**config.mk**
```make
export PLATFORM = sky130hd
export DESIGN_NAME = stream_find_and_replace
export DESIGN_NICKNAME = d
export VERILOG_FILES = /design/src/design/sfr_pkg.sv /design/src/design/sfr_datapath.sv /design/src/design/sfr_ctrl.sv /design/src/design/stream_find_and_replace.sv
export VERILOG_INCLUDE_DIRS = /design/src /design/src/design
export SDC_FILE = /design/constraint.sdc
export NUM_CORES = 1
export LEC_CHECK = 0
export ABC_AREA = 1
export BUFFER_PORTS_ARGS = -buffer_cell sky130_fd_sc_hd__buf_2
export CAP_MARGIN = 10
export CORE_MARGIN = 2
export CORE_UTILIZATION = 50
export CTS_CLUSTER_SIZE = 40
export DETAILED_ROUTE_END_ITERATION = 16
export GPL_TIMING_DRIVEN = 0
export PLACE_DENSITY = 0.7
export SETUP_SLACK_MARGIN = 0.5
export SLEW_MARGIN = 30
export SYNTH_ARGS = -nofsm -noshare
export SYNTH_HDL_FRONTEND = slang
export SYNTH_SLANG_ARGS = --single-unit
```
**constraint.sdc**
```tcl
create_clock -name clk -period 3.7 [get_ports clk]
set_input_delay 0.74 -clock clk [delete_from_list [all_inputs] [get_ports clk]]
set_output_delay 0.74 -clock clk [all_outputs]
set_load 0.1 [all_outputs]
```
**src/design/stream_find_and_replace_assert.svh**
```systemverilog
`ifndef STREAM_FIND_AND_REPLACE_ASSERT_SVH
`define STREAM_FIND_AND_REPLACE_ASSERT_SVH

// same-cycle implication, sampled on clk, off during reset
`define SFR_ASSERT_IMP(label, ante, cons, msg) \
	label: assert property (@(posedge clk) disable iff (!arst_n) (ante) |-> (cons)) \
		else $error(msg);

// next-cycle implication, sampled on clk, off during reset
`define SFR_ASSERT_NXT(label, ante, cons, msg) \
	label: assert property (@(posedge clk) disable iff (!arst_n) (ante) |=> (cons)) \
		else $error(msg);

`endif

```
**src/design/sfr_pkg.sv**
```systemverilog
package sfr_pkg;

	localparam int MAX_LEN   = 8;
	localparam int BYTE_W    = 8;
	localparam int TEXT_W    = MAX_LEN * BYTE_W;
	localparam int LEN_W     = 4;
	localparam int CNT_W     = $clog2(MAX_LEN);
	localparam int REG_IDX_W = 2;

	typedef enum logic [REG_IDX_W-1:0] {
		REG_SEARCH_PATTERN     = 2'd0,
		REG_SEARCH_LENGTH      = 2'd1,
		REG_REPLACEMENT_TEXT   = 2'd2,
		REG_REPLACEMENT_LENGTH = 2'd3
	} sfr_reg_t;

	typedef struct packed {
		logic load;
		logic eval;
		logic emit;
	} sfr_cmd_t;

	typedef struct packed {
		logic k_zero;
		logic last;
	} sfr_status_t;

	// length 0 acts as 1, above MAX_LEN acts as MAX_LEN
	function automatic logic [LEN_W-1:0] eff_len(input logic [LEN_W-1:0] len);
		logic [LEN_W-1:0] r;
		if (len == '0) begin
			r = LEN_W'(1);
		end else if (len > LEN_W'(MAX_LEN)) begin
			r = LEN_W'(MAX_LEN);
		end else begin
			r = len;
		end
		return r;
	endfunction

endpackage

```
**src/design/sfr_datapath.sv**
```systemverilog
`include "stream_find_and_replace_assert.svh"

module sfr_datapath (
	input  logic                                clk,
	input  logic                                arst_n,
	input  logic                                cfg_write,
	input  logic [sfr_pkg::REG_IDX_W-1:0]       cfg_index,
	input  logic [sfr_pkg::TEXT_W-1:0]          cfg_data,
	input  logic [sfr_pkg::BYTE_W-1:0]          data_byte,
	input  logic                                end_of_stream,
	input  sfr_pkg::sfr_cmd_t                   cmd,
	output sfr_pkg::sfr_status_t                status,
	output logic [sfr_pkg::BYTE_W-1:0]          out_byte,
	output logic                                last_of_run
);
	import sfr_pkg::*;

	logic [TEXT_W-1:0] pat_q;
	logic [LEN_W-1:0]  slen_q;
	logic [TEXT_W-1:0] rep_q;
	logic [LEN_W-1:0]  rlen_q;
	logic [CNT_W-1:0]  cnt_q;

	logic [BYTE_W-1:0] buf_q [MAX_LEN];
	logic [LEN_W-1:0]  n_q;
	logic              eos_q;
	logic              match_q;
	logic [LEN_W-1:0]  k_q;
	logic [CNT_W-1:0]  idx_q;
	logic [BYTE_W-1:0] out_byte_q;
	logic              last_q;

	logic [LEN_W-1:0]   slen_eff;
	logic [LEN_W-1:0]   rlen_eff;
	logic [LEN_W-1:0]   held_lim;
	logic [CNT_W-1:0]   ni;
	logic [MAX_LEN-1:0] ok;
	logic [LEN_W-1:0]   start_c;
	logic               match_c;
	logic [LEN_W-1:0]   k_c;
	logic [CNT_W-1:0]   held_c;

	assign slen_eff = eff_len(slen_q);
	assign rlen_eff = eff_len(rlen_q);
	assign held_lim = slen_eff - LEN_W'(1);
	assign ni = ({1'b0, cnt_q} > held_lim) ? held_lim[CNT_W-1:0] : cnt_q;

	// ok[s]: held bytes from s onward are a prefix of the pattern
	always_comb begin
		for (int s = 0; s < MAX_LEN; s++) begin
			ok[s] = 1'b1;
			for (int i = 0; i < MAX_LEN - s; i++) begin
				if ((s + i) < int'(n_q) && buf_q[s+i] != pat_q[i*BYTE_W +: BYTE_W]) begin
					ok[s] = 1'b0;
				end
			end
		end
	end

	always_comb begin
		start_c = LEN_W'(MAX_LEN);
		for (int s = MAX_LEN - 1; s >= 0; s--) begin
			if (ok[s]) begin
				start_c = LEN_W'(s);
			end
		end
	end

	assign match_c = (n_q == slen_eff) && ok[0];
	assign k_c     = match_c ? rlen_eff : (eos_q ? n_q : start_c);
	assign held_c  = (match_c || eos_q) ? '0 : CNT_W'(n_q - start_c);

	assign status.k_zero = (k_c == '0);
	assign status.last   = ({1'b0, idx_q} == (k_q - LEN_W'(1)));

	always_ff @(posedge clk or negedge arst_n) begin
		if (!arst_n) begin
			pat_q  <= '0;
			slen_q <= LEN_W'(1);
			rep_q  <= '0;
			rlen_q <= LEN_W'(1);
			cnt_q  <= '0;
		end else begin
			if (cfg_write) begin
				unique case (sfr_reg_t'(cfg_index))
					REG_SEARCH_PATTERN: begin
						pat_q <= cfg_data;
						cnt_q <= '0;
					end
					REG_SEARCH_LENGTH: begin
						slen_q <= cfg_data[LEN_W-1:0];
						cnt_q  <= '0;
					end
					REG_REPLACEMENT_TEXT: begin
						rep_q <= cfg_data;
					end
					REG_REPLACEMENT_LENGTH: begin
						rlen_q <= cfg_data[LEN_W-1:0];
					end
				endcase
			end else if (cmd.eval) begin
				cnt_q <= held_c;
			end
		end
	end

	// emitted bytes shift out of the front; what stays is the held prefix
	always_ff @(posedge clk) begin
		if (cmd.load) begin
			buf_q[ni] <= data_byte;
			n_q       <= LEN_W'(ni) + LEN_W'(1);
			eos_q     <= end_of_stream;
		end
		if (cmd.eval) begin
			match_q <= match_c;
			k_q     <= k_c;
			idx_q   <= '0;
		end
		if (cmd.emit) begin
			if (match_q) begin
				out_byte_q <= rep_q[{idx_q, 3'b000} +: BYTE_W];
			end else begin
				out_byte_q <= buf_q[0];
				for (int j = 0; j < MAX_LEN - 1; j++) begin
					buf_q[j] <= buf_q[j+1];
				end
			end
			last_q <= status.last;
			idx_q  <= idx_q + CNT_W'(1);
		end
	end

	assign out_byte    = out_byte_q;
	assign last_of_run = last_q;

	`SFR_ASSERT_IMP(a_held_fits, 1'b1, {1'b0, cnt_q} < slen_eff, "held count reaches pattern length")
	`SFR_ASSERT_IMP(a_emit_in_run, cmd.emit, {1'b0, idx_q} < k_q, "emit past end of run")

endmodule

```
**src/design/sfr_ctrl.sv**
```systemverilog
`include "stream_find_and_replace_assert.svh"

module sfr_ctrl (
	input  logic                 clk,
	input  logic                 arst_n,
	input  logic                 in_valid,
	output logic                 in_ready,
	output logic                 out_valid,
	input  logic                 out_ready,
	output sfr_pkg::sfr_cmd_t    cmd,
	input  sfr_pkg::sfr_status_t status
);
	import sfr_pkg::*;

	typedef enum logic [1:0] {
		ST_IDLE,
		ST_EVAL,
		ST_EMIT
	} state_t;

	state_t state_q;
	logic   out_valid_q;
	logic   slot_free;

	assign slot_free = !out_valid_q || out_ready;

	assign in_ready  = (state_q == ST_IDLE);
	assign cmd.load  = (state_q == ST_IDLE) && in_valid;
	assign cmd.eval  = (state_q == ST_EVAL);
	assign cmd.emit  = (state_q == ST_EMIT) && slot_free;
	assign out_valid = out_valid_q;

	always_ff @(posedge clk or negedge arst_n) begin
		if (!arst_n) begin
			state_q     <= ST_IDLE;
			out_valid_q <= 1'b0;
		end else begin
			unique case (state_q)
				ST_IDLE: begin
					if (in_valid) begin
						state_q <= ST_EVAL;
					end
				end
				ST_EVAL: begin
					state_q <= status.k_zero ? ST_IDLE : ST_EMIT;
				end
				ST_EMIT: begin
					if (slot_free && status.last) begin
						state_q <= ST_IDLE;
					end
				end
				default: begin
					state_q <= ST_IDLE;
				end
			endcase
			out_valid_q <= cmd.emit || (out_valid_q && !out_ready);
		end
	end

	`SFR_ASSERT_NXT(a_last_frees, cmd.emit && status.last, in_ready && out_valid, "run end not idle")
	`SFR_ASSERT_IMP(a_valid_src, $rose(out_valid_q), $past(cmd.emit), "output valid without emit")

endmodule

```
**src/design/stream_find_and_replace.sv**
```systemverilog
// A request is loaded into the hold buffer, evaluated in ST_EVAL, then emitted in ST_EMIT to the output register.
// A new request is accepted only after all k results of the last one are emitted (none when k is 0);
// the output register takes one byte per cycle unless out_ready stalls it.
// Pattern and prefix offset are evaluated combinationally over the 8-byte hold buffer.
// Reset (arst_n low, async): hold buffer empty, pattern and replacement 0, lengths 1.
module stream_find_and_replace (
	input  logic                            clk,
	input  logic                            arst_n,
	input  logic                            cfg_write,
	input  logic [sfr_pkg::REG_IDX_W-1:0]   cfg_index,
	input  logic [sfr_pkg::TEXT_W-1:0]      cfg_data,
	input  logic                            in_valid,
	output logic                            in_ready,
	input  logic [sfr_pkg::BYTE_W-1:0]      data_byte,
	input  logic                            end_of_stream,
	output logic                            out_valid,
	input  logic                            out_ready,
	output logic [sfr_pkg::BYTE_W-1:0]      out_byte,
	output logic                            last_of_run
);
	import sfr_pkg::*;

	sfr_cmd_t    cmd;
	sfr_status_t status;

	sfr_ctrl u_ctrl (
		.clk       (clk),
		.arst_n    (arst_n),
		.in_valid  (in_valid),
		.in_ready  (in_ready),
		.out_valid (out_valid),
		.out_ready (out_ready),
		.cmd       (cmd),
		.status    (status)
	);

	sfr_datapath u_datapath (
		.clk           (clk),
		.arst_n        (arst_n),
		.cfg_write     (cfg_write),
		.cfg_index     (cfg_index),
		.cfg_data      (cfg_data),
		.data_byte     (data_byte),
		.end_of_stream (end_of_stream),
		.cmd           (cmd),
		.status        (status),
		.out_byte      (out_byte),
		.last_of_run   (last_of_run)
	);

endmodule
```
==> key figures <==
Cells and area
  – Synth-to-Final Area Change: 15.2%
  – Commonest cells after routing, fill and taps aside: 631 x nand2_1, 208 x o21ai_0, 194 x xnor2_1
  – Nets@finish: 2088
  – Inserted Diodes: 0
  – Most common cell after layout, fill and taps aside: nand2_1
  – Fraction of final layout cells sized beyond drive strength 1: 14.7%
  – Final instance area: 0.0166 mm²
  – Number of fill cells: 2642

Placement
  – Final HPWL DP: 37.1 mm
  – DP Area: around 0.015 mm²
  – Placer Congestion: 1.05
  – IO Port Bufs: 90

Routing
  – Drt wl/cell: 20.7 µm
  – Via/cell ratio: 5.41
  – Residual DRC count: 0
  – Post-route antenna net violation count: 0
  – Post-detailed-routing wire length: 49.8 mm
  – Drt pass-1 iters: 6
  – Vias: 13.0k
  – DR iter-0 viols: 1391

Setup path
  – Worst Setup Path Type: flop to flop
  – CP Data Arrival Time: 3330 ps
  – Worst setup EP type: flop
  – Crit Path Max Fanout: 8
  – Critical Path Max Stage Delay: 410 ps
  – Critical Path Slowest Stage Cell: dfrtp_1
  – Critical Path, Cell by Cell: nor2_2 > inv_1 > o21ai_2 > nand2_1 > ha_2 > xor2_2 > ha_1 > nand2_1 > o21ai_2 > nand2_4 > nand2_2 > o21ai_4 > o21ai_0 > inv_2 > a21oi_4
  – CP top delay family: compound AO/OA/AOI/OAI gates
  – Required @ worst endpoint: 3930 ps
  – WP buf/inv: 2
  – FF-to-FF setup slack: 590 ps
  – Worst Setup Start Kind: flop

Run
  – Max-cap viol count: 0

Clock tree
  – Clock insertion delay at the later pin of the skew report: 560 ps
  – Max Buffers Root-to-Sink: 3
  – Hold-fix buffers, CTS: 0
  – Num CTS Buffers: 27
  – Sink Count: between 200 and 250
  – TritonCTS clock tree: done
  – H-tree levels: 1
  – Root Driver: clkbuf_16
  – Clock transition at path regs: about 60 ps

Synth
  – Synth Flop Type: dfrtp_1
  – Syn Inst Count: 1868
  – Synth Cell Area: 0.0144 mm²
  – Cells taking the most area after synthesis: dfrtp_1 24%, edfxtp_1 18%, nand2_1 17%, xnor2_1 12%, o21ai_0 7.5%
  – Largest area contributor in the netlist: dfrtp_1
  – Synth top area share: 24.3%
  – Post-synth cell types: 46
  – Yosys Warn Count: 0
  – Ys async rst share: between 60% and 70%
  – Syn nets: between 1.5k and 2k
  – FF+latch count, synth: 228
  – Register area share after synthesis: 42.5%
  – EDFF count, synth: 86
  – Average size of a mapped cell: 7.72 µm²

GRT
  – Largest net degree at the start of global routing: 90
  – Gr ovfl total: 0
  – First-pass GRT wire length: between 70 and 80 mm
  – Vias in the first global route: 12.5k
  – Antenna violations before repair: 0
  – Total GRT Usage: 32.5%

Floorplanning
  – Die Ht: 174 µm
  – IO Count: 91
  – Chip width: 174 µm
  – Core Box Area: roughly 0.029 mm²
  – Die area: 0.0302 mm²
  – Initial Utilization: between 50 and 60%
  – Row count: 62

Power and ir drop
  – Leakage Power: 7.69 nW
  – Worst vdd ir: 532 µV
  – PD cells: 679 mW/mm²
  – Overall power: 11.3 mW

STA
  – Setup TNS: 0 ps
  – Relative slew slack: 45.6%
  – RSZ-0062 raised after global routing: yes
  – Period utilization: 83.9%
  – Max Clk Rate: 322 MHz
  – Hold Violations, Final: 0
  – Post-layout min period: 3110 ps
  – Final setup viols: 0
  – Final Skew: 18.1 ps
  – Worst slew pin tran: just over 800 ps
  – Fin. max-slew vios: 0

Hold path
  – Hold Crit Class: input port to async pin

Outcome
  – Outcome: completed
## logic make-up (layout without fill, tap and decap cells)
group           count (synthesis)  count (layout)  synth area share (%)
simple gates                  841             841                  23.1
mux                            11              11                 0.763
compound gates                252             252                  9.43
fa+ha+maj                       9               9                 0.833
flops                         228             228                  42.5
xor+xnor                      205             205                  12.5
buf+inv                       322             473                  10.8
## cells in the mapped netlist, types with 24 or more instances
| master | number |
|---|---|
| buf_2 | 28 |
| buf_6 | 36 |
| clkbuf_1 | 47 |
| dfrtp_1 | 140 |
| edfxtp_1 | 86 |
| inv_1 | 180 |
| nand2_1 | 636 |
| nand3_1 | 27 |
| nand4_1 | 24 |
| nor2_1 | 128 |
| o21ai_0 | 215 |
| xnor2_1 | 194 |
## power breakdown
| group | internal [mW] | leakage, nW | total (mW) | switching, mW |
|---|---|---|---|---|
| sequential | 3.32 | 2.57 | 3.76 | 0.443 |
| combinational | 1.66 | 4.68 | 4.90 | 3.25 |
| clock | 1.52 | 0.437 | 2.62 | 1.10 |
## routing by layer
| layer | up-vias | routed length (µm) | share of wire, % | track usage, % |
|---|---|---|---|---|
| li1 | 6101 | - | - | - |
| met1 | 6070 | 20300 | 41 | 43.9 |
| met2 | 682 | 22000 | 44 | 50.5 |
| met3 | 155 | 4820 | 9.7 | 5.92 |
| met4 | 0 | 2660 | 5.3 | 16.3 |
| met5 | - | 0 | 0 | 0 |
## sequential cells by signal, indices dropped and copies added (netlist names)
| register | flops |
|---|---|
| u_ctrl.out_valid | 1 |
| u_ctrl.state_q | 2 |
| u_datapath.buf_q | 64 |
| u_datapath.cnt_q | 3 |
| u_datapath.eos_q | 1 |
| u_datapath.idx_q | 3 |
| u_datapath.k_q | 4 |
| u_datapath.last_of_run | 1 |
| u_datapath.match_q | 1 |
| u_datapath.n_q | 4 |
| u_datapath.out_byte | 8 |
| u_datapath.pat_q | 64 |
| u_datapath.rep_q | 64 |
| u_datapath.rlen_q | 4 |
| u_datapath.slen_q | 4 |
## through the flow
stage / instances / worst slack [ps] / utilization (%) / hold slack, ps
floorplan: 1868 / 320 / - / 444
global placement: 2342 / -621 / 53.8 / 464
detailed placement: 2344 / -198 / 54.0 / 472
CTS: 2399 / 488 / 57.7 / 99.8
global route: 2403 / 461 / 58.2 / 119
finish: 2403 / 595 / 58.2 / 86.6
## final timing paths
kind	end	from	cells past startpoint
min in group clk	u_datapath.eos_q	end_of_stream	1
hold / removal	u_datapath.slen_q[2]	arst_n	1
setup / recovery	u_datapath.buf_q[1][4]	u_datapath.slen_q[2]	15
max in group asynchronous	u_datapath.rep_q[39]	arst_n	2
hold reg to reg	u_datapath.rep_q[54]	u_datapath.rep_q[54]	2
setup reg to reg	u_datapath.buf_q[1][4]	u_datapath.slen_q[2]	15
## layout make-up
type | instances | area [µm²] | area share (%)
Multi-Input combinational cell | 1318 | 6920 | 41.6
Sequential cell | 228 | 6140 | 37.0
Clock buffer | 40 | 816 | 4.91
Buffer | 122 | 803 | 4.84
Inverter | 200 | 767 | 4.62
Timing Repair Buffer | 102 | 637 | 3.83
Tap cell | 384 | 480 | 2.89
Clock inverter | 9 | 52.6 | 0.316
## worst reg2reg max path, stage by stage, from the launching register on
cell and delay, ps:
dfrtp_1 410, nor2_2 140, inv_1 60, o21ai_2 120, nand2_1 90, ha_2 210, xor2_2 190, ha_1 340
nand2_1 80, o21ai_2 170, nand2_4 120, nand2_2 100, o21ai_4 80, o21ai_0 230, inv_2 130, a21oi_4 310
## what timing repair did
action | 4_1_cts | 5_1_grt
endpoints found under the setup margin | 64 | 64
setup buffers | 6 | 4
gates resized for setup | 20 | 27
endpoints found under the hold margin | 0 | 0
pin swaps | 7 | 13
No activity file was read; power rests on OpenSTA's default activity.
